**config.mk**
```make
export PLATFORM = sky130hd
export DESIGN_NAME = breakpoint_envelope_gain
export DESIGN_NICKNAME = d
export VERILOG_FILES = /design/src/rtl/bpe_pkg.sv /design/src/rtl/bpe_ram.sv /design/src/rtl/bpe_sequencer.sv /design/src/rtl/bpe_datapath.sv /design/src/rtl/breakpoint_envelope_gain.sv
export SDC_FILE = /design/constraint.sdc
export NUM_CORES = 2
export LEC_CHECK = 0
export ABC_AREA = 1
export ABC_CLOCK_PERIOD_IN_PS = 14800
export BUFFER_PORTS_ARGS = -buffer_cell sky130_fd_sc_hd__buf_2
export CORE_MARGIN = 4
export CORE_UTILIZATION = 55
export DETAILED_ROUTE_END_ITERATION = 6
export GPL_TIMING_DRIVEN = 0
export PLACE_DENSITY = 0.71
export SLEW_MARGIN = 25
export SYNTH_ARGS = -nofsm -noshare
export SYNTH_HDL_FRONTEND = slang
export SYNTH_SLANG_ARGS = --single-unit
```
**constraint.sdc**
```tcl
create_clock -name clock -period 14.8 [get_ports clock]
set_input_delay 0 -clock clock [delete_from_list [all_inputs] [get_ports clock]]
set_output_delay 0 -clock clock [all_outputs]
set_load 0.01 [all_outputs]
```
**src/rtl/bpe_pkg.sv**
```systemverilog
`default_nettype none

package bpe_pkg;

   // fixed field widths
   localparam int MAX_POINTS   = 16;
   localparam int SAMPLE_BITS  = 16;
   localparam int TIME_W       = 48;
   localparam int LEVEL_W      = 16;
   localparam int STEP_W       = 32;
   localparam int COUNT_REG_W  = 5;
   localparam int INDEX_W      = 4;
   localparam int CSR_INDEX_W  = 1;
   localparam int CSR_DATA_W   = 32;

   // derived widths
   localparam int SLOT_W   = $clog2(MAX_POINTS);
   localparam int CNT_W    = $clog2(MAX_POINTS + 1);
   localparam int ENTRY_W  = TIME_W + LEVEL_W;
   localparam int QUO_W    = 17;
   localparam int LOOP_W   = $clog2(QUO_W);
   localparam int REM_W    = TIME_W + 1;
   localparam int MUL_W    = ((SAMPLE_BITS > QUO_W) ? SAMPLE_BITS : QUO_W) + 1;
   localparam int PROD_W   = 2 * MUL_W;
   localparam int GAIN_LSB = 16;
   localparam int PROD_SHIFT = 15;
   localparam int PC_W     = 5;

   localparam logic [LEVEL_W-1:0] UNITY = LEVEL_W'(32768);
   localparam logic [QUO_W-1:0]   QUO_ONE = QUO_W'(65536);
   localparam logic [COUNT_REG_W-1:0] POINT_COUNT_RESET = COUNT_REG_W'(2);
   localparam logic [STEP_W-1:0]  TIME_STEP_RESET = STEP_W'(89478);
   localparam logic signed [PROD_W-1:0] GAIN_ROUND = PROD_W'(32768);
   localparam logic signed [PROD_W-1:0] PROD_ROUND = PROD_W'(16384);
   localparam logic signed [PROD_W-1:0] SAMPLE_MAX =
      {{(PROD_W-SAMPLE_BITS+1){1'b0}}, {(SAMPLE_BITS-1){1'b1}}};
   localparam logic signed [PROD_W-1:0] SAMPLE_MIN =
      {{(PROD_W-SAMPLE_BITS+1){1'b1}}, {(SAMPLE_BITS-1){1'b0}}};

   // opcodes of the input transaction
   localparam logic OPC_LOAD   = 1'b0;
   localparam logic OPC_SAMPLE = 1'b1;

   // register indexes
   localparam logic [CSR_INDEX_W-1:0] CSR_POINT_COUNT = CSR_INDEX_W'(0);
   localparam logic [CSR_INDEX_W-1:0] CSR_TIME_STEP   = CSR_INDEX_W'(1);

   typedef enum logic [3:0] {
      OP_NONE,
      OP_ACCEPT,
      OP_LD_LEFT,
      OP_LD_RIGHT,
      OP_DIV_INIT,
      OP_DIV_STEP,
      OP_MUL_L,
      OP_MUL_R,
      OP_ADVANCE,
      OP_INC_SLOT,
      OP_LD_HELD,
      OP_USE_HELD,
      OP_MUL_S,
      OP_OUT_WR
   } op_type;

   typedef enum logic [1:0] {
      ADDR_LEFT,
      ADDR_RIGHT,
      ADDR_LAST
   } addr_sel_type;

   typedef enum logic [3:0] {
      C_ALWAYS,
      C_SAMPLE,
      C_FIN,
      C_SPAN_GONE,
      C_ZERO_W,
      C_LOOP,
      C_NOT_PASSED,
      C_SPAN_LEFT,
      C_RSP_FREE
   } cond_type;

   typedef struct packed {
      op_type            op;
      addr_sel_type      addr_sel;
      cond_type          cond;
      logic              hold;
      logic [PC_W-1:0]   target;
   } ctrl_type;

   typedef struct packed {
      logic sample_acc;
      logic finished;
      logic span_gone;
      logic zero_width;
      logic loop_more;
      logic not_passed;
      logic span_left;
      logic rsp_free;
   } status_type;

   // program step addresses
   localparam logic [PC_W-1:0] ST_IDLE  = PC_W'(0);
   localparam logic [PC_W-1:0] ST_CHK   = PC_W'(1);
   localparam logic [PC_W-1:0] ST_SPAN  = PC_W'(2);
   localparam logic [PC_W-1:0] ST_RDL   = PC_W'(3);
   localparam logic [PC_W-1:0] ST_RDR   = PC_W'(4);
   localparam logic [PC_W-1:0] ST_INIT  = PC_W'(5);
   localparam logic [PC_W-1:0] ST_DIV   = PC_W'(6);
   localparam logic [PC_W-1:0] ST_MULL  = PC_W'(7);
   localparam logic [PC_W-1:0] ST_MULR  = PC_W'(8);
   localparam logic [PC_W-1:0] ST_ADV   = PC_W'(9);
   localparam logic [PC_W-1:0] ST_PASS  = PC_W'(10);
   localparam logic [PC_W-1:0] ST_INC   = PC_W'(11);
   localparam logic [PC_W-1:0] ST_LEFT  = PC_W'(12);
   localparam logic [PC_W-1:0] ST_LFIN  = PC_W'(13);
   localparam logic [PC_W-1:0] ST_EFIN  = PC_W'(14);
   localparam logic [PC_W-1:0] ST_EHLD  = PC_W'(15);
   localparam logic [PC_W-1:0] ST_HELD  = PC_W'(16);
   localparam logic [PC_W-1:0] ST_OMUL  = PC_W'(17);
   localparam logic [PC_W-1:0] ST_OWR   = PC_W'(18);

   // count register clamped to the table size
   function automatic logic [CNT_W-1:0] used_count(input logic [COUNT_REG_W-1:0] pc);
      int v;
      v = int'(pc);
      if (v < 2) v = 2;
      if (v > MAX_POINTS) v = MAX_POINTS;
      return CNT_W'(v);
   endfunction

   // control store
   function automatic ctrl_type ucode_rom(input logic [PC_W-1:0] pc);
      ctrl_type w;
      unique case (pc)
         ST_IDLE: w = '{OP_ACCEPT,   ADDR_LEFT,  C_SAMPLE,     1'b1, ST_CHK};
         ST_CHK:  w = '{OP_NONE,     ADDR_LEFT,  C_FIN,        1'b0, ST_HELD};
         ST_SPAN: w = '{OP_NONE,     ADDR_LEFT,  C_SPAN_GONE,  1'b0, ST_EFIN};
         ST_RDL:  w = '{OP_LD_LEFT,  ADDR_RIGHT, C_ALWAYS,     1'b0, ST_RDR};
         ST_RDR:  w = '{OP_LD_RIGHT, ADDR_LEFT,  C_ALWAYS,     1'b0, ST_INIT};
         ST_INIT: w = '{OP_DIV_INIT, ADDR_LEFT,  C_ZERO_W,     1'b0, ST_ADV};
         ST_DIV:  w = '{OP_DIV_STEP, ADDR_LEFT,  C_LOOP,       1'b0, ST_DIV};
         ST_MULL: w = '{OP_MUL_L,    ADDR_LEFT,  C_ALWAYS,     1'b0, ST_MULR};
         ST_MULR: w = '{OP_MUL_R,    ADDR_LEFT,  C_ALWAYS,     1'b0, ST_ADV};
         ST_ADV:  w = '{OP_ADVANCE,  ADDR_LEFT,  C_ALWAYS,     1'b0, ST_PASS};
         ST_PASS: w = '{OP_NONE,     ADDR_LEFT,  C_NOT_PASSED, 1'b0, ST_OMUL};
         ST_INC:  w = '{OP_INC_SLOT, ADDR_LEFT,  C_ALWAYS,     1'b0, ST_LEFT};
         ST_LEFT: w = '{OP_NONE,     ADDR_LAST,  C_SPAN_LEFT,  1'b0, ST_OMUL};
         ST_LFIN: w = '{OP_LD_HELD,  ADDR_LEFT,  C_ALWAYS,     1'b0, ST_OMUL};
         ST_EFIN: w = '{OP_NONE,     ADDR_LAST,  C_ALWAYS,     1'b0, ST_EHLD};
         ST_EHLD: w = '{OP_LD_HELD,  ADDR_LEFT,  C_ALWAYS,     1'b0, ST_HELD};
         ST_HELD: w = '{OP_USE_HELD, ADDR_LEFT,  C_ALWAYS,     1'b0, ST_OMUL};
         ST_OMUL: w = '{OP_MUL_S,    ADDR_LEFT,  C_ALWAYS,     1'b0, ST_OWR};
         ST_OWR:  w = '{OP_OUT_WR,   ADDR_LEFT,  C_RSP_FREE,   1'b1, ST_IDLE};
         default: w = '{OP_NONE,     ADDR_LEFT,  C_ALWAYS,     1'b0, ST_IDLE};
      endcase
      return w;
   endfunction

endpackage

`default_nettype wire

```
**src/rtl/bpe_ram.sv**
```systemverilog
`default_nettype none

module bpe_ram #(
   parameter int WIDTH = 8,
   parameter int DEPTH = 16
) (
   input  wire logic                     clock,
   input  wire logic                     wr_en,
   input  wire logic [$clog2(DEPTH)-1:0] wr_addr,
   input  wire logic [WIDTH-1:0]         wr_data,
   input  wire logic [$clog2(DEPTH)-1:0] rd_addr,
   output logic      [WIDTH-1:0]         rd_data
);

   logic [WIDTH-1:0] mem_ff [DEPTH];
   logic [WIDTH-1:0] rd_data_ff;

   always_ff @(posedge clock) begin
      if (wr_en) begin
         mem_ff[wr_addr] <= wr_data;
      end
      rd_data_ff <= mem_ff[rd_addr];
   end

   assign rd_data = rd_data_ff;

endmodule

`default_nettype wire

```
**src/rtl/bpe_sequencer.sv**
```systemverilog
`default_nettype none

module bpe_sequencer (
   input  wire logic                  clock,
   input  wire logic                  reset,
   input  wire bpe_pkg::status_type   status,
   output bpe_pkg::ctrl_type          ctrl
);
   import bpe_pkg::*;

   logic [PC_W-1:0] pc_ff;
   logic [PC_W-1:0] pc_in;
   logic            taken;

   assign ctrl = ucode_rom(pc_ff);

   // branch condition select
   always_comb begin
      case (ctrl.cond)
         C_ALWAYS:     taken = 1'b1;
         C_SAMPLE:     taken = status.sample_acc;
         C_FIN:        taken = status.finished;
         C_SPAN_GONE:  taken = status.span_gone;
         C_ZERO_W:     taken = status.zero_width;
         C_LOOP:       taken = status.loop_more;
         C_NOT_PASSED: taken = status.not_passed;
         C_SPAN_LEFT:  taken = status.span_left;
         C_RSP_FREE:   taken = status.rsp_free;
         default:      taken = 1'b1;
      endcase
   end

   always_comb begin
      if (taken) begin
         pc_in = ctrl.target;
      end else if (ctrl.hold) begin
         pc_in = pc_ff;
      end else begin
         pc_in = pc_ff + PC_W'(1);
      end
   end

   always_ff @(posedge clock) begin
      if (reset) begin
         pc_ff <= ST_IDLE;
      end else begin
         pc_ff <= pc_in;
      end
   end

endmodule

`default_nettype wire

```
**src/rtl/bpe_datapath.sv**
```systemverilog
`default_nettype none

module bpe_datapath (
   input  wire logic                                clock,
   input  wire logic                                reset,
   input  wire logic                                csr_wr_en,
   input  wire logic [bpe_pkg::CSR_INDEX_W-1:0]     csr_index,
   input  wire logic [bpe_pkg::CSR_DATA_W-1:0]      csr_wr_data,
   input  wire logic                                req_valid,
   output logic                                     req_ready,
   input  wire logic                                req_opcode,
   input  wire logic [bpe_pkg::INDEX_W-1:0]         req_point_index,
   input  wire logic [bpe_pkg::TIME_W-1:0]          req_point_time,
   input  wire logic [bpe_pkg::LEVEL_W-1:0]         req_point_level,
   input  wire logic signed [bpe_pkg::SAMPLE_BITS-1:0] req_sample_in,
   output logic                                     rsp_valid,
   input  wire logic                                rsp_ready,
   output logic signed [bpe_pkg::SAMPLE_BITS-1:0]   rsp_sample_out,
   output logic [bpe_pkg::LEVEL_W-1:0]              rsp_gain_used,
   output logic                                     rsp_envelope_done,
   input  wire bpe_pkg::ctrl_type                   ctrl,
   output bpe_pkg::status_type                      status
);
   import bpe_pkg::*;

   // configuration and playback state
   logic [COUNT_REG_W-1:0] point_count_ff;
   logic [STEP_W-1:0]      time_step_ff;
   logic [TIME_W-1:0]      pos_ff;
   logic [SLOT_W-1:0]      slot_ff;
   logic                   fin_ff;
   logic [LEVEL_W-1:0]     held_ff;
   logic                   rsp_valid_ff;

   // working registers
   logic [TIME_W-1:0]      tl_ff;
   logic [TIME_W-1:0]      tr_ff;
   logic [LEVEL_W-1:0]     lvl_l_ff;
   logic [LEVEL_W-1:0]     lvl_r_ff;
   logic [TIME_W-1:0]      width_ff;
   logic [REM_W-1:0]       rem_ff;
   logic [QUO_W-1:0]       quo_ff;
   logic [LOOP_W-1:0]      loop_ff;
   logic signed [PROD_W-1:0] prod_ff;
   logic [LEVEL_W-1:0]     gain_ff;
   logic signed [SAMPLE_BITS-1:0] sample_ff;
   logic signed [SAMPLE_BITS-1:0] rsp_sample_ff;
   logic [LEVEL_W-1:0]     rsp_gain_ff;
   logic                   rsp_done_ff;

   logic                   accept;
   logic                   load_acc;
   logic                   rsp_free;
   logic [CNT_W-1:0]       count;
   logic [SLOT_W-1:0]      last_slot;
   logic [CNT_W-1:0]       slot_next_ext;

   logic                   ram_wr_en;
   logic [SLOT_W-1:0]      ram_rd_addr;
   logic [ENTRY_W-1:0]     ram_rd_data;
   logic [LEVEL_W-1:0]     lvl_sat;
   logic [TIME_W-1:0]      rd_time;
   logic [LEVEL_W-1:0]     rd_level;

   logic [TIME_W-1:0]      off_raw;
   logic [TIME_W-1:0]      width_now;
   logic [TIME_W-1:0]      off_clamp;
   logic                   rem_ge;
   logic [REM_W-1:0]       rem_sub;
   logic [REM_W-1:0]       rem_next;

   logic [MUL_W-1:0]       mul_a;
   logic [MUL_W-1:0]       mul_b;
   logic signed [PROD_W-1:0] mul_p;
   logic signed [PROD_W-1:0] gain_acc;
   logic signed [PROD_W-1:0] rounded;
   logic signed [PROD_W-1:0] scaled;
   logic signed [SAMPLE_BITS-1:0] sample_sat;

   logic [TIME_W:0]        pos_sum;
   logic [TIME_W-1:0]      pos_adv;

   assign req_ready = (ctrl.op == OP_ACCEPT);
   assign accept    = req_valid && req_ready;
   assign load_acc  = accept && (req_opcode == OPC_LOAD);
   assign rsp_free  = !rsp_valid_ff || rsp_ready;

   assign count         = used_count(point_count_ff);
   assign last_slot     = SLOT_W'(count - CNT_W'(1));
   assign slot_next_ext = CNT_W'(slot_ff) + CNT_W'(1);

   // breakpoint table
   assign ram_wr_en = load_acc && (int'(req_point_index) < MAX_POINTS);
   assign lvl_sat   = (req_point_level > UNITY) ? UNITY : req_point_level;

   always_comb begin
      unique case (ctrl.addr_sel)
         ADDR_LEFT:  ram_rd_addr = slot_ff;
         ADDR_RIGHT: ram_rd_addr = slot_ff + SLOT_W'(1);
         ADDR_LAST:  ram_rd_addr = last_slot;
         default:    ram_rd_addr = slot_ff;
      endcase
   end

   bpe_ram #(
      .WIDTH (ENTRY_W),
      .DEPTH (MAX_POINTS)
   ) u_table (
      .clock   (clock),
      .wr_en   (ram_wr_en),
      .wr_addr (SLOT_W'(req_point_index)),
      .wr_data ({req_point_time, lvl_sat}),
      .rd_addr (ram_rd_addr),
      .rd_data (ram_rd_data)
   );

   assign rd_time  = ram_rd_data[ENTRY_W-1:LEVEL_W];
   assign rd_level = ram_rd_data[LEVEL_W-1:0];

   // offset into the span, clamped to its width
   assign off_raw   = (pos_ff > tl_ff) ? (pos_ff - tl_ff) : '0;
   assign width_now = tr_ff - tl_ff;
   assign off_clamp = (off_raw > width_now) ? width_now : off_raw;

   // one restoring divide step
   assign rem_ge   = rem_ff >= {1'b0, width_ff};
   assign rem_sub  = rem_ge ? (rem_ff - {1'b0, width_ff}) : rem_ff;
   assign rem_next = {rem_sub[REM_W-2:0], 1'b0};

   // shared multiplier
   always_comb begin
      case (ctrl.op)
         OP_MUL_L: begin
            mul_a = MUL_W'(lvl_l_ff);
            mul_b = MUL_W'(QUO_ONE - quo_ff);
         end
         OP_MUL_R: begin
            mul_a = MUL_W'(lvl_r_ff);
            mul_b = MUL_W'(quo_ff);
         end
         default: begin
            mul_a = MUL_W'(sample_ff);
            mul_b = MUL_W'(gain_ff);
         end
      endcase
   end

   assign mul_p    = $signed(mul_a) * $signed(mul_b);
   assign gain_acc = prod_ff + mul_p + GAIN_ROUND;

   // output rounding and saturation
   assign rounded = prod_ff + PROD_ROUND;
   assign scaled  = rounded >>> PROD_SHIFT;
   always_comb begin
      if (scaled > SAMPLE_MAX) begin
         sample_sat = SAMPLE_MAX[SAMPLE_BITS-1:0];
      end else if (scaled < SAMPLE_MIN) begin
         sample_sat = SAMPLE_MIN[SAMPLE_BITS-1:0];
      end else begin
         sample_sat = scaled[SAMPLE_BITS-1:0];
      end
   end

   // saturating position advance
   assign pos_sum = {1'b0, pos_ff} + (TIME_W+1)'(time_step_ff);
   assign pos_adv = pos_sum[TIME_W] ? '1 : pos_sum[TIME_W-1:0];

   always_comb begin
      status.sample_acc = accept && (req_opcode == OPC_SAMPLE);
      status.finished   = fin_ff;
      status.span_gone  = slot_next_ext >= count;
      status.span_left  = slot_next_ext < count;
      status.zero_width = tr_ff <= tl_ff;
      status.loop_more  = loop_ff != '0;
      status.not_passed = pos_ff <= tr_ff;
      status.rsp_free   = rsp_free;
   end

   // control state
   always_ff @(posedge clock) begin
      if (reset) begin
         point_count_ff <= POINT_COUNT_RESET;
         time_step_ff   <= TIME_STEP_RESET;
         pos_ff         <= '0;
         slot_ff        <= '0;
         fin_ff         <= 1'b0;
         held_ff        <= '0;
         rsp_valid_ff   <= 1'b0;
      end else begin
         if (csr_wr_en) begin
            unique case (csr_index)
               CSR_POINT_COUNT: point_count_ff <= csr_wr_data[COUNT_REG_W-1:0];
               CSR_TIME_STEP:   time_step_ff   <= csr_wr_data[STEP_W-1:0];
               default: ;
            endcase
         end
         if (load_acc) begin
            pos_ff  <= '0;
            slot_ff <= '0;
            fin_ff  <= 1'b0;
            held_ff <= '0;
         end
         case (ctrl.op)
            OP_ADVANCE:  pos_ff  <= pos_adv;
            OP_INC_SLOT: slot_ff <= slot_ff + SLOT_W'(1);
            OP_LD_HELD: begin
               held_ff <= rd_level;
               fin_ff  <= 1'b1;
            end
            default: ;
         endcase
         if (ctrl.op == OP_OUT_WR && rsp_free) begin
            rsp_valid_ff <= 1'b1;
         end else if (rsp_ready) begin
            rsp_valid_ff <= 1'b0;
         end
      end
   end

   // working registers
   always_ff @(posedge clock) begin
      if (status.sample_acc) begin
         sample_ff <= req_sample_in;
      end
      case (ctrl.op)
         OP_LD_LEFT: begin
            tl_ff    <= rd_time;
            lvl_l_ff <= rd_level;
         end
         OP_LD_RIGHT: begin
            tr_ff    <= rd_time;
            lvl_r_ff <= rd_level;
         end
         OP_DIV_INIT: begin
            gain_ff  <= lvl_r_ff;
            width_ff <= width_now;
            rem_ff   <= {1'b0, off_clamp};
            quo_ff   <= '0;
            loop_ff  <= LOOP_W'(QUO_W - 1);
         end
         OP_DIV_STEP: begin
            rem_ff  <= rem_next;
            quo_ff  <= {quo_ff[QUO_W-2:0], rem_ge};
            loop_ff <= loop_ff - LOOP_W'(1);
         end
         OP_MUL_L:    prod_ff <= mul_p;
         OP_MUL_R:    gain_ff <= gain_acc[GAIN_LSB+LEVEL_W-1:GAIN_LSB];
         OP_USE_HELD: gain_ff <= held_ff;
         OP_MUL_S:    prod_ff <= mul_p;
         OP_OUT_WR: begin
            if (rsp_free) begin
               rsp_sample_ff <= sample_sat;
               rsp_gain_ff   <= gain_ff;
               rsp_done_ff   <= fin_ff;
            end
         end
         default: ;
      endcase
   end

   assign rsp_valid         = rsp_valid_ff;
   assign rsp_sample_out    = rsp_sample_ff;
   assign rsp_gain_used     = rsp_gain_ff;
   assign rsp_envelope_done = rsp_done_ff;

endmodule

`default_nettype wire

```
**src/rtl/breakpoint_envelope_gain.sv**
```systemverilog
// load transaction: taken while idle, writes the table and rewinds, no response
// sample response: a span runs the serial divider, a zero-width span skips it, a span
//   change adds the slot step, and once finished the held gain is used directly
// a new sample is taken only once the last one is through the microcode path;
//   a response still waiting holds the last step until it is taken
// reset: pc, position, slot, finished, held gain cleared; count 2, step 89478; table kept
`default_nettype none

module breakpoint_envelope_gain (
   input  wire logic                                clock,
   input  wire logic                                reset,
   // configuration writes
   input  wire logic                                csr_wr_en,
   input  wire logic [bpe_pkg::CSR_INDEX_W-1:0]     csr_index,
   input  wire logic [bpe_pkg::CSR_DATA_W-1:0]      csr_wr_data,
   // request channel
   input  wire logic                                req_valid,
   output logic                                     req_ready,
   input  wire logic                                req_opcode,
   input  wire logic [bpe_pkg::INDEX_W-1:0]         req_point_index,
   input  wire logic [bpe_pkg::TIME_W-1:0]          req_point_time,
   input  wire logic [bpe_pkg::LEVEL_W-1:0]         req_point_level,
   input  wire logic signed [bpe_pkg::SAMPLE_BITS-1:0] req_sample_in,
   // response channel
   output logic                                     rsp_valid,
   input  wire logic                                rsp_ready,
   output logic signed [bpe_pkg::SAMPLE_BITS-1:0]   rsp_sample_out,
   output logic [bpe_pkg::LEVEL_W-1:0]              rsp_gain_used,
   output logic                                     rsp_envelope_done
);
   import bpe_pkg::*;

   // control word from the microcode store, flags back from the datapath
   ctrl_type   ctrl;
   status_type status;

   // program counter, control store and branch logic
   bpe_sequencer u_sequencer (
      .clock  (clock),
      .reset  (reset),
      .status (status),
      .ctrl   (ctrl)
   );

   // table memory, serial divider, shared multiplier and the response register;
   // the response register lets the next transaction in while one still waits
   bpe_datapath u_datapath (
      .clock             (clock),
      .reset             (reset),
      .csr_wr_en         (csr_wr_en),
      .csr_index         (csr_index),
      .csr_wr_data       (csr_wr_data),
      .req_valid         (req_valid),
      .req_ready         (req_ready),
      .req_opcode        (req_opcode),
      .req_point_index   (req_point_index),
      .req_point_time    (req_point_time),
      .req_point_level   (req_point_level),
      .req_sample_in     (req_sample_in),
      .rsp_valid         (rsp_valid),
      .rsp_ready         (rsp_ready),
      .rsp_sample_out    (rsp_sample_out),
      .rsp_gain_used     (rsp_gain_used),
      .rsp_envelope_done (rsp_envelope_done),
      .ctrl              (ctrl),
      .status            (status)
   );

endmodule

`default_nettype wire

```
# Yosys cells after proc, flatten, opt, wreduce, memory -nomap -nowiden
# Memories as Yosys holds them, arrays and structs flattened. A register that Yosys moved wholly into a read port is not among the register bits.
# Index checks and enable logic that the tools add are counted.
# op_classes
mux,32
order_cmp,12
eq_ne,24
bitwise,2
n_mul,1
n_reduce_logical,17
add_sub_neg,13
# op_table
operator,n
48-bit two-way mux,6
48-bit subtractor,3
49-bit case mux with 2 select lines,1
48-bit > comparator,2
48-bit <= comparator,2
18-bit case mux with 2 select lines,2
16-bit two-way mux,4
48-bit by 32-bit adder with 49-bit output,1
49-bit by 48-bit greater-or-equal comparator with 1-bit output,1
16-bit case mux with 3 select lines,1
"36-bit by 16-bit adder with 36-bit output, second input constant",1
18-bit by 18-bit multiplier with 36-bit output,1
17-bit case mux with 2 select lines,1
"32-bit by 17-bit adder with 32-bit output, second input constant",1
32-bit adder,1
"4-bit by 3-bit equality test with 1-bit output, second input constant",8
5-bit two-way mux,6
"4-bit equality test, second input constant",7
"21-bit by 16-bit > comparator with 1-bit output, second input constant",1
"21-bit by 16-bit < comparator with 1-bit output, second input constant",1
"17-bit by 17-bit subtractor with 18-bit output, first input constant",1
"4-bit by 2-bit equality test with 1-bit output, second input constant",4
"16-bit > comparator, second input constant",1
5-bit case mux with 2 select lines,1
26 further kinds,43
# word_totals
ff_bits,460
in_bits,123
elab_cells,125
out_inout_bits,35
mem_count,2
ramBits,1024
mem_bits_ro,512
# memory_table
memory,words,word_bits,read_ports,rd_clocked_by_memory_dff,wr,line_no,rtl
u_datapath.u_table.mem_ff,16,64,1,1,1,bpe_ram.sv:15,logic [WIDTH-1:0] mem_ff [DEPTH];
(name not given),32,16,1,1,0,bpe_pkg.sv:135,unique case (pc)

# Depth between registers and ports, before layout
# depth
depth_word,9
ltp_mapped,44
ltp_nobuf,43

# By module
# A second synthesis with hierarchy kept.
# unflattened
hier_cells,11664
hier_area_um2,97622.4
# modules_own_cells
module,seq_area_each_um2,cells_per_inst,area_per_inst_um2,n_inst
bpe_datapath,12592.1,7253,50867.5,1
bpe_ram,32030.7,4210,45285.9,1
bpe_sequencer,420.4,201,1468.9,1

# Worst setup path after synthesis
# No wires, ideal clock.
# synth_timing
path_kind,register to register
from,reg u_datapath.quo_ff[0]
to,"reg u_datapath.gain_ff[13], data pin"
n_path_buf,1
setup_time_ns,0.259
setup_slack_ns,6.427
t_required_ns,14.541
stages_incl_launch_ff,41
arrival_ns,8.114
path_cell_list,edfxtp_1 > inv_1 > ha_1 > nand3_1 > nor3_1 > nand2_1 > a311o_1 > o21ai_0 > clkbuf_1 > nor2_1 > fa_1 > inv_1 > fa_1 > inv_1 > ha_1 > inv_1 > fa_1 > inv_1 > (+5 left out) > nand2_1 > nor3_1 > nand2_1 > o211ai_1 > a21boi_0 > o21ai_1 > a31oi_1 > o21ai_0 > xor2_1 > ha_1 > ha_1 > a21oi_1 > a21boi_0 > o21ai_0 > a221oi_1 > nand3b_1 > nand2_1 > o21bai_1
# synth_between
elab_chain_cells,6
# synth_rtl
element,line_no,rtl
start: declaration,bpe_datapath.sv:42,logic [QUO_W-1:0] quo_ff;
start signal: assignment,bpe_datapath.sv:243,"quo_ff <= {quo_ff[QUO_W-2:0], rem_ge};"
17-bit by 17-bit subtractor with 18-bit output,bpe_datapath.sv:135,mul_b = MUL_W'(QUO_ONE - quo_ff);
18-bit case mux with 2 select lines *,bpe_datapath.sv:132,case (ctrl.op)
18-bit by 18-bit multiplier with 36-bit output *,bpe_datapath.sv:148,assign mul_p = $signed(mul_a) * $signed(mul_b);
net u_datapath.mul_p[24],bpe_datapath.sv:74,logic signed [PROD_W-1:0] mul_p;
32-bit adder *,bpe_datapath.sv:149,assign gain_acc = prod_ff + mul_p + GAIN_ROUND;
32-bit by 17-bit adder with 32-bit output *,bpe_datapath.sv:149,
16-bit case mux with 3 select lines *,bpe_datapath.sv:225,case (ctrl.op)
end signal: assignment,bpe_datapath.sv:235,gain_ff <= lvl_r_ff;
end signal: assignment,bpe_datapath.sv:247,OP_MUL_R: gain_ff <= gain_acc[GAIN_LSB+LEVEL_W-1:GAIN_LSB];
end signal: assignment,bpe_datapath.sv:248,OP_USE_HELD: gain_ff <= held_ff;
end: declaration,bpe_datapath.sv:45,logic [LEVEL_W-1:0] gain_ff;
# The timed path passes the listed nets; every way through them passes the cells marked *.
# A chain may end at the register's enable or synchronous reset.

# Worst setup path in the final report
# layout_timing
from,"reg, netlist name u_sequencer.ctrl[13]"
to,"reg u_datapath.gain_ff[13], data pin"
# layout_between
elab_chain_cells,6
# layout_rtl
element,line_no
4-bit by 3-bit equality test with 1-bit output,bpe_datapath.sv:132
18-bit case mux with 2 select lines,bpe_datapath.sv:132
18-bit by 18-bit multiplier with 36-bit output *,bpe_datapath.sv:148
net u_datapath.mul_p[25],bpe_datapath.sv:74
32-bit adder *,bpe_datapath.sv:149
32-bit by 17-bit adder with 32-bit output *,bpe_datapath.sv:149
16-bit case mux with 3 select lines *,bpe_datapath.sv:225
# Marked as above.

==> results.py <==
metrics = {
    "die": {
        "placementRows": 148,
        "initial_utilization": 0.555,
        "design.die.area_sq_um": 171000,
        "boundaryPins": 158,
        "die_height_microns": 414,
        "core_area_sq_um": 163000,
        "floorplan.die.width_microns": 414,
    },
    "finish": {
        "final-instance-count-excl-fill": 12200,
        "final-seq-area_sq_um": 45000,
        "share_of_post_route_cells_with_drive_strength_above_1": 0.0679,
        "area_growth_syn_to_layout_pct": 13.1,
        "multi_input_comb_area_sq_um": 37900,
        "n_fill_cell": 13200,
        "final_net_count": 10800,
    },
    "drt": {
        "num_vias": 69300,
        "finalWirelength_microns": 267000,
        "antenna_left": 0,
        "average_wire_per_cell_in_the_routed_design_microns": 21.9,
        "route.detailed.drc": 0,
        "drtPass1Iterations": 6,
        "detailedRoute.firstIterationViolations": 7299,
        "avgViaCountPerCell": 5.68,
    },
    "timing": {
        "grt_setup_unrepaired": "false",
        "final_min_period_over_clock_period": 0.774,
        "setup_violations": 0,
        "finalWorstPathRequiredPeriod_ns": 11.45,
        "worst_clock_skew_ns": 0.0407,
        "max_slew_margin": 0.255,
        "timing.setup.tns_ns": 0,
        "timing_worst_slew_pin_value_ns": 1.11,
        "hold-worst-slack_ns": 0.0367,
        "timing_hold_violations_final": 0,
        "final_max_slew_viol_count": 0,
        "fmax_ghz": 0.0873,
    },
    "clock_tree": {
        "clk_sink_count": 1564,
        "clockRootBuffer": "sky130_fd_sc_hd__clkbuf_16",
        "inserted_clock_buffers": 157,
        "number_of_post_cts_setup_repair_buffers": 0,
        "clk_pin_slew_ns": 0.07,
        "ctsResizeCount": 0,
        "h-tree-depth": 4,
        "clock_tree_from_tritoncts": "built",
        "insertion_delay_ns": 0.81,
        "max-clock-path-buffers": 3,
    },
    "setup_path": {
        "startpoint_to_endpoint_class_of_the_critical_path": "register to register",
        "setup.worst_path.end": "u_datapath.gain_ff[13]",
        "critPathMaxFanout": 10,
        "critPathRequiredTime_ns": 15.40,
        "critical_path_at_ns": 12.05,
        "reg2reg_slack_ns": 3.35,
        "launch_point_of_the_worst_reg_to_reg_path": "u_sequencer.ctrl[13]",
        "critical_path.endpoint_type": "register",
        "critical_path.startpoint": "u_sequencer.ctrl[13]",
        "max_stage_delay_ns": 0.60,
        "rr_worst_depth": 38,
        "timing.critical_path.slowest_stage_cell": "sky130_fd_sc_hd__fa_1",
        "startpoint_type": "register",
        "crit_top_cell": "sky130_fd_sc_hd__fa_1",
        "reg2reg_to": "u_datapath.gain_ff[13]",
    },
    "logic_synthesis": {
        "synth.distinct_cells": 73,
        "synthCells": 9361,
        "synth.net_count": 10200,
        "ys_warn_count": 0,
        "synth_cell_count_leaders": "sky130_fd_sc_hd__inv_1 (1662), sky130_fd_sc_hd__nand2_1 (1440), sky130_fd_sc_hd__edfxtp_1 (1372)",
        "synthArstFlopShare": 0,
        "synth_seq_area_share": 0.498,
        "post_synth_design_cell_area_sq_um": 90500,
        "synth_area_per_cell_sq_um": 9.66,
        "synth-main-ff-cell": "sky130_fd_sc_hd__edfxtp_1",
        "synth_largest_type_area_fraction": 0.455,
        "cell_types_with_the_largest_area_share_after_synthesis": "sky130_fd_sc_hd__edfxtp_1 (46%), sky130_fd_sc_hd__fa_1 (7.1%), sky130_fd_sc_hd__inv_1 (6.9%), sky130_fd_sc_hd__ha_1 (6.1%), sky130_fd_sc_hd__nand2_1 (6.0%)",
        "post-synth-top-area-cell": "sky130_fd_sc_hd__edfxtp_1",
        "synth.most_common_cell": "sky130_fd_sc_hd__inv_1",
        "synth_enable_flop_cells": 1372,
        "yosys_register_bits": 1564,
    },
    "global_routing": {
        "grt_max_degree": 29,
        "global_route.usage.total": 0.311,
        "wire_length_of_the_first_global_routing_pass_microns": 404000,
        "grt_antenna_before_repair": 20,
        "grt_pass1_vias": 69000,
        "globalRouteOverflowTotal": 0,
    },
    "placed_design": {
        "placed_cells_incl_taps": 11800,
        "dp.final_hpwl_microns": 206000,
        "numPortBuffers": 156,
        "finalWeightedCongestion": 0.975,
    },
    "hold_path": {
        "hp-class": "input port to register",
    },
    "status": {
        "run_status": "complete, no violations",
    },
    "run": {
        "drv_cap": 0,
    },
}
-- critical path, delay by kind of cell (launching register included) --
kind	cells	cell delay, ns
xor+xnor	1	0.36
compound gates	8	2.50
flops	1	0.47
fa+ha+maj	9	4.25
buf+inv	9	1.85
simple gates	11	1.79
-- worst min path at each step --
stage,startpoint,end,slack (ns),cells after the start
floorplan,req_sample_in[0],u_datapath.sample_ff[0],0.1,0
global placement,req_sample_in[5],u_datapath.sample_ff[5],0.18,1
detailed placement,req_sample_in[5],u_datapath.sample_ff[5],0.18,1
CTS,csr_wr_data[14],u_datapath.time_step_ff[14],0.00007,4
global route,csr_wr_data[12],u_datapath.time_step_ff[12],0.05,4
finish,csr_wr_data[25],u_datapath.time_step_ff[25],0.04,4
-- cells by family after synthesis --
family	Yosys count	share of synthesized area
AO/OA/AOI/OAI	1957	0.125
XOR/XNOR	210	0.0205
adder cells (fa/ha/maj)	764	0.132
buffers and inverters	2016	0.0857
flip-flops	1564	0.498
multiplexers	128	0.0142
other	1	0.0000415
AND/OR/NAND/NOR	2721	0.124
-- area by class of cell --
class                           count  area share
Sequential cell                  1564       0.440
Tap cell                         2175      0.0266
Antenna cell                       10    0.000245
Buffer                            325      0.0137
Clock buffer                      198      0.0416
Timing Repair Buffer              372      0.0360
Inverter                         1691      0.0620
Clock inverter                     85     0.00916
Multi-Input combinational cell   5781       0.370
-- placed cells by master, fill, tap and decap left out, types with 258 or more instances in the layout --
cell                       synthesis  layout
sky130_fd_sc_hd__a21oi_1         600     600
sky130_fd_sc_hd__o211ai_1        258     258
sky130_fd_sc_hd__ha_1            442     442
sky130_fd_sc_hd__nand2_1        1440    1440
sky130_fd_sc_hd__nor2_1          772     741
sky130_fd_sc_hd__fa_1            322     322
sky130_fd_sc_hd__edfxtp_1       1372    1372
sky130_fd_sc_hd__nand3_1         274     274
sky130_fd_sc_hd__inv_1          1662    1662
sky130_fd_sc_hd__o21ai_0         708     701
-- metal layers --
metal | global-route usage | wire length [microns] | share of wire
met5 | 0 | 13 | 0.000049
met4 | 0.113 | 10300 | 0.039
met3 | 0.0457 | 20800 | 0.078
met2 | 0.516 | 127000 | 0.47
met1 | 0.416 | 109000 | 0.41
-- stage by stage --
| stage | utilization | worst slack, ns | area, sq um |
|---|---|---|---|
| after floorplan | - | 6.43 | 90500 |
| after global placement | 0.576 | 3.64 | 94000 |
| after detailed placement | 0.586 | 3.50 | 95600 |
| after global routing | 0.627 | 2.88 | 102000 |
| final | 0.627 | 3.35 | 102000 |
| after CTS | 0.627 | 3.46 | 102000 |
-- timing repair --
action | CTS | global route
endpoints found under the setup margin | 0 | 0
endpoints found under the hold margin | 1244 | 0
hold buffers | 149 | 0
-- registers in the layout, indices dropped and copies added, names as in the netlist, 17 cells and up --
register and count:
u_datapath.quo_ff 17, u_datapath.prod_ff 36, u_datapath.rem_ff 49, u_datapath.width_ff 48
u_datapath.pos_ff 48, u_datapath.tr_ff 48, u_datapath.time_step_ff 32, u_datapath.tl_ff 48
u_datapath.u_table.mem_ff 1024, u_datapath.u_table.rd_data 64
Power is not shown: default switching activity piles up to over one toggle a cycle in this logic, so the estimate is an artifact.
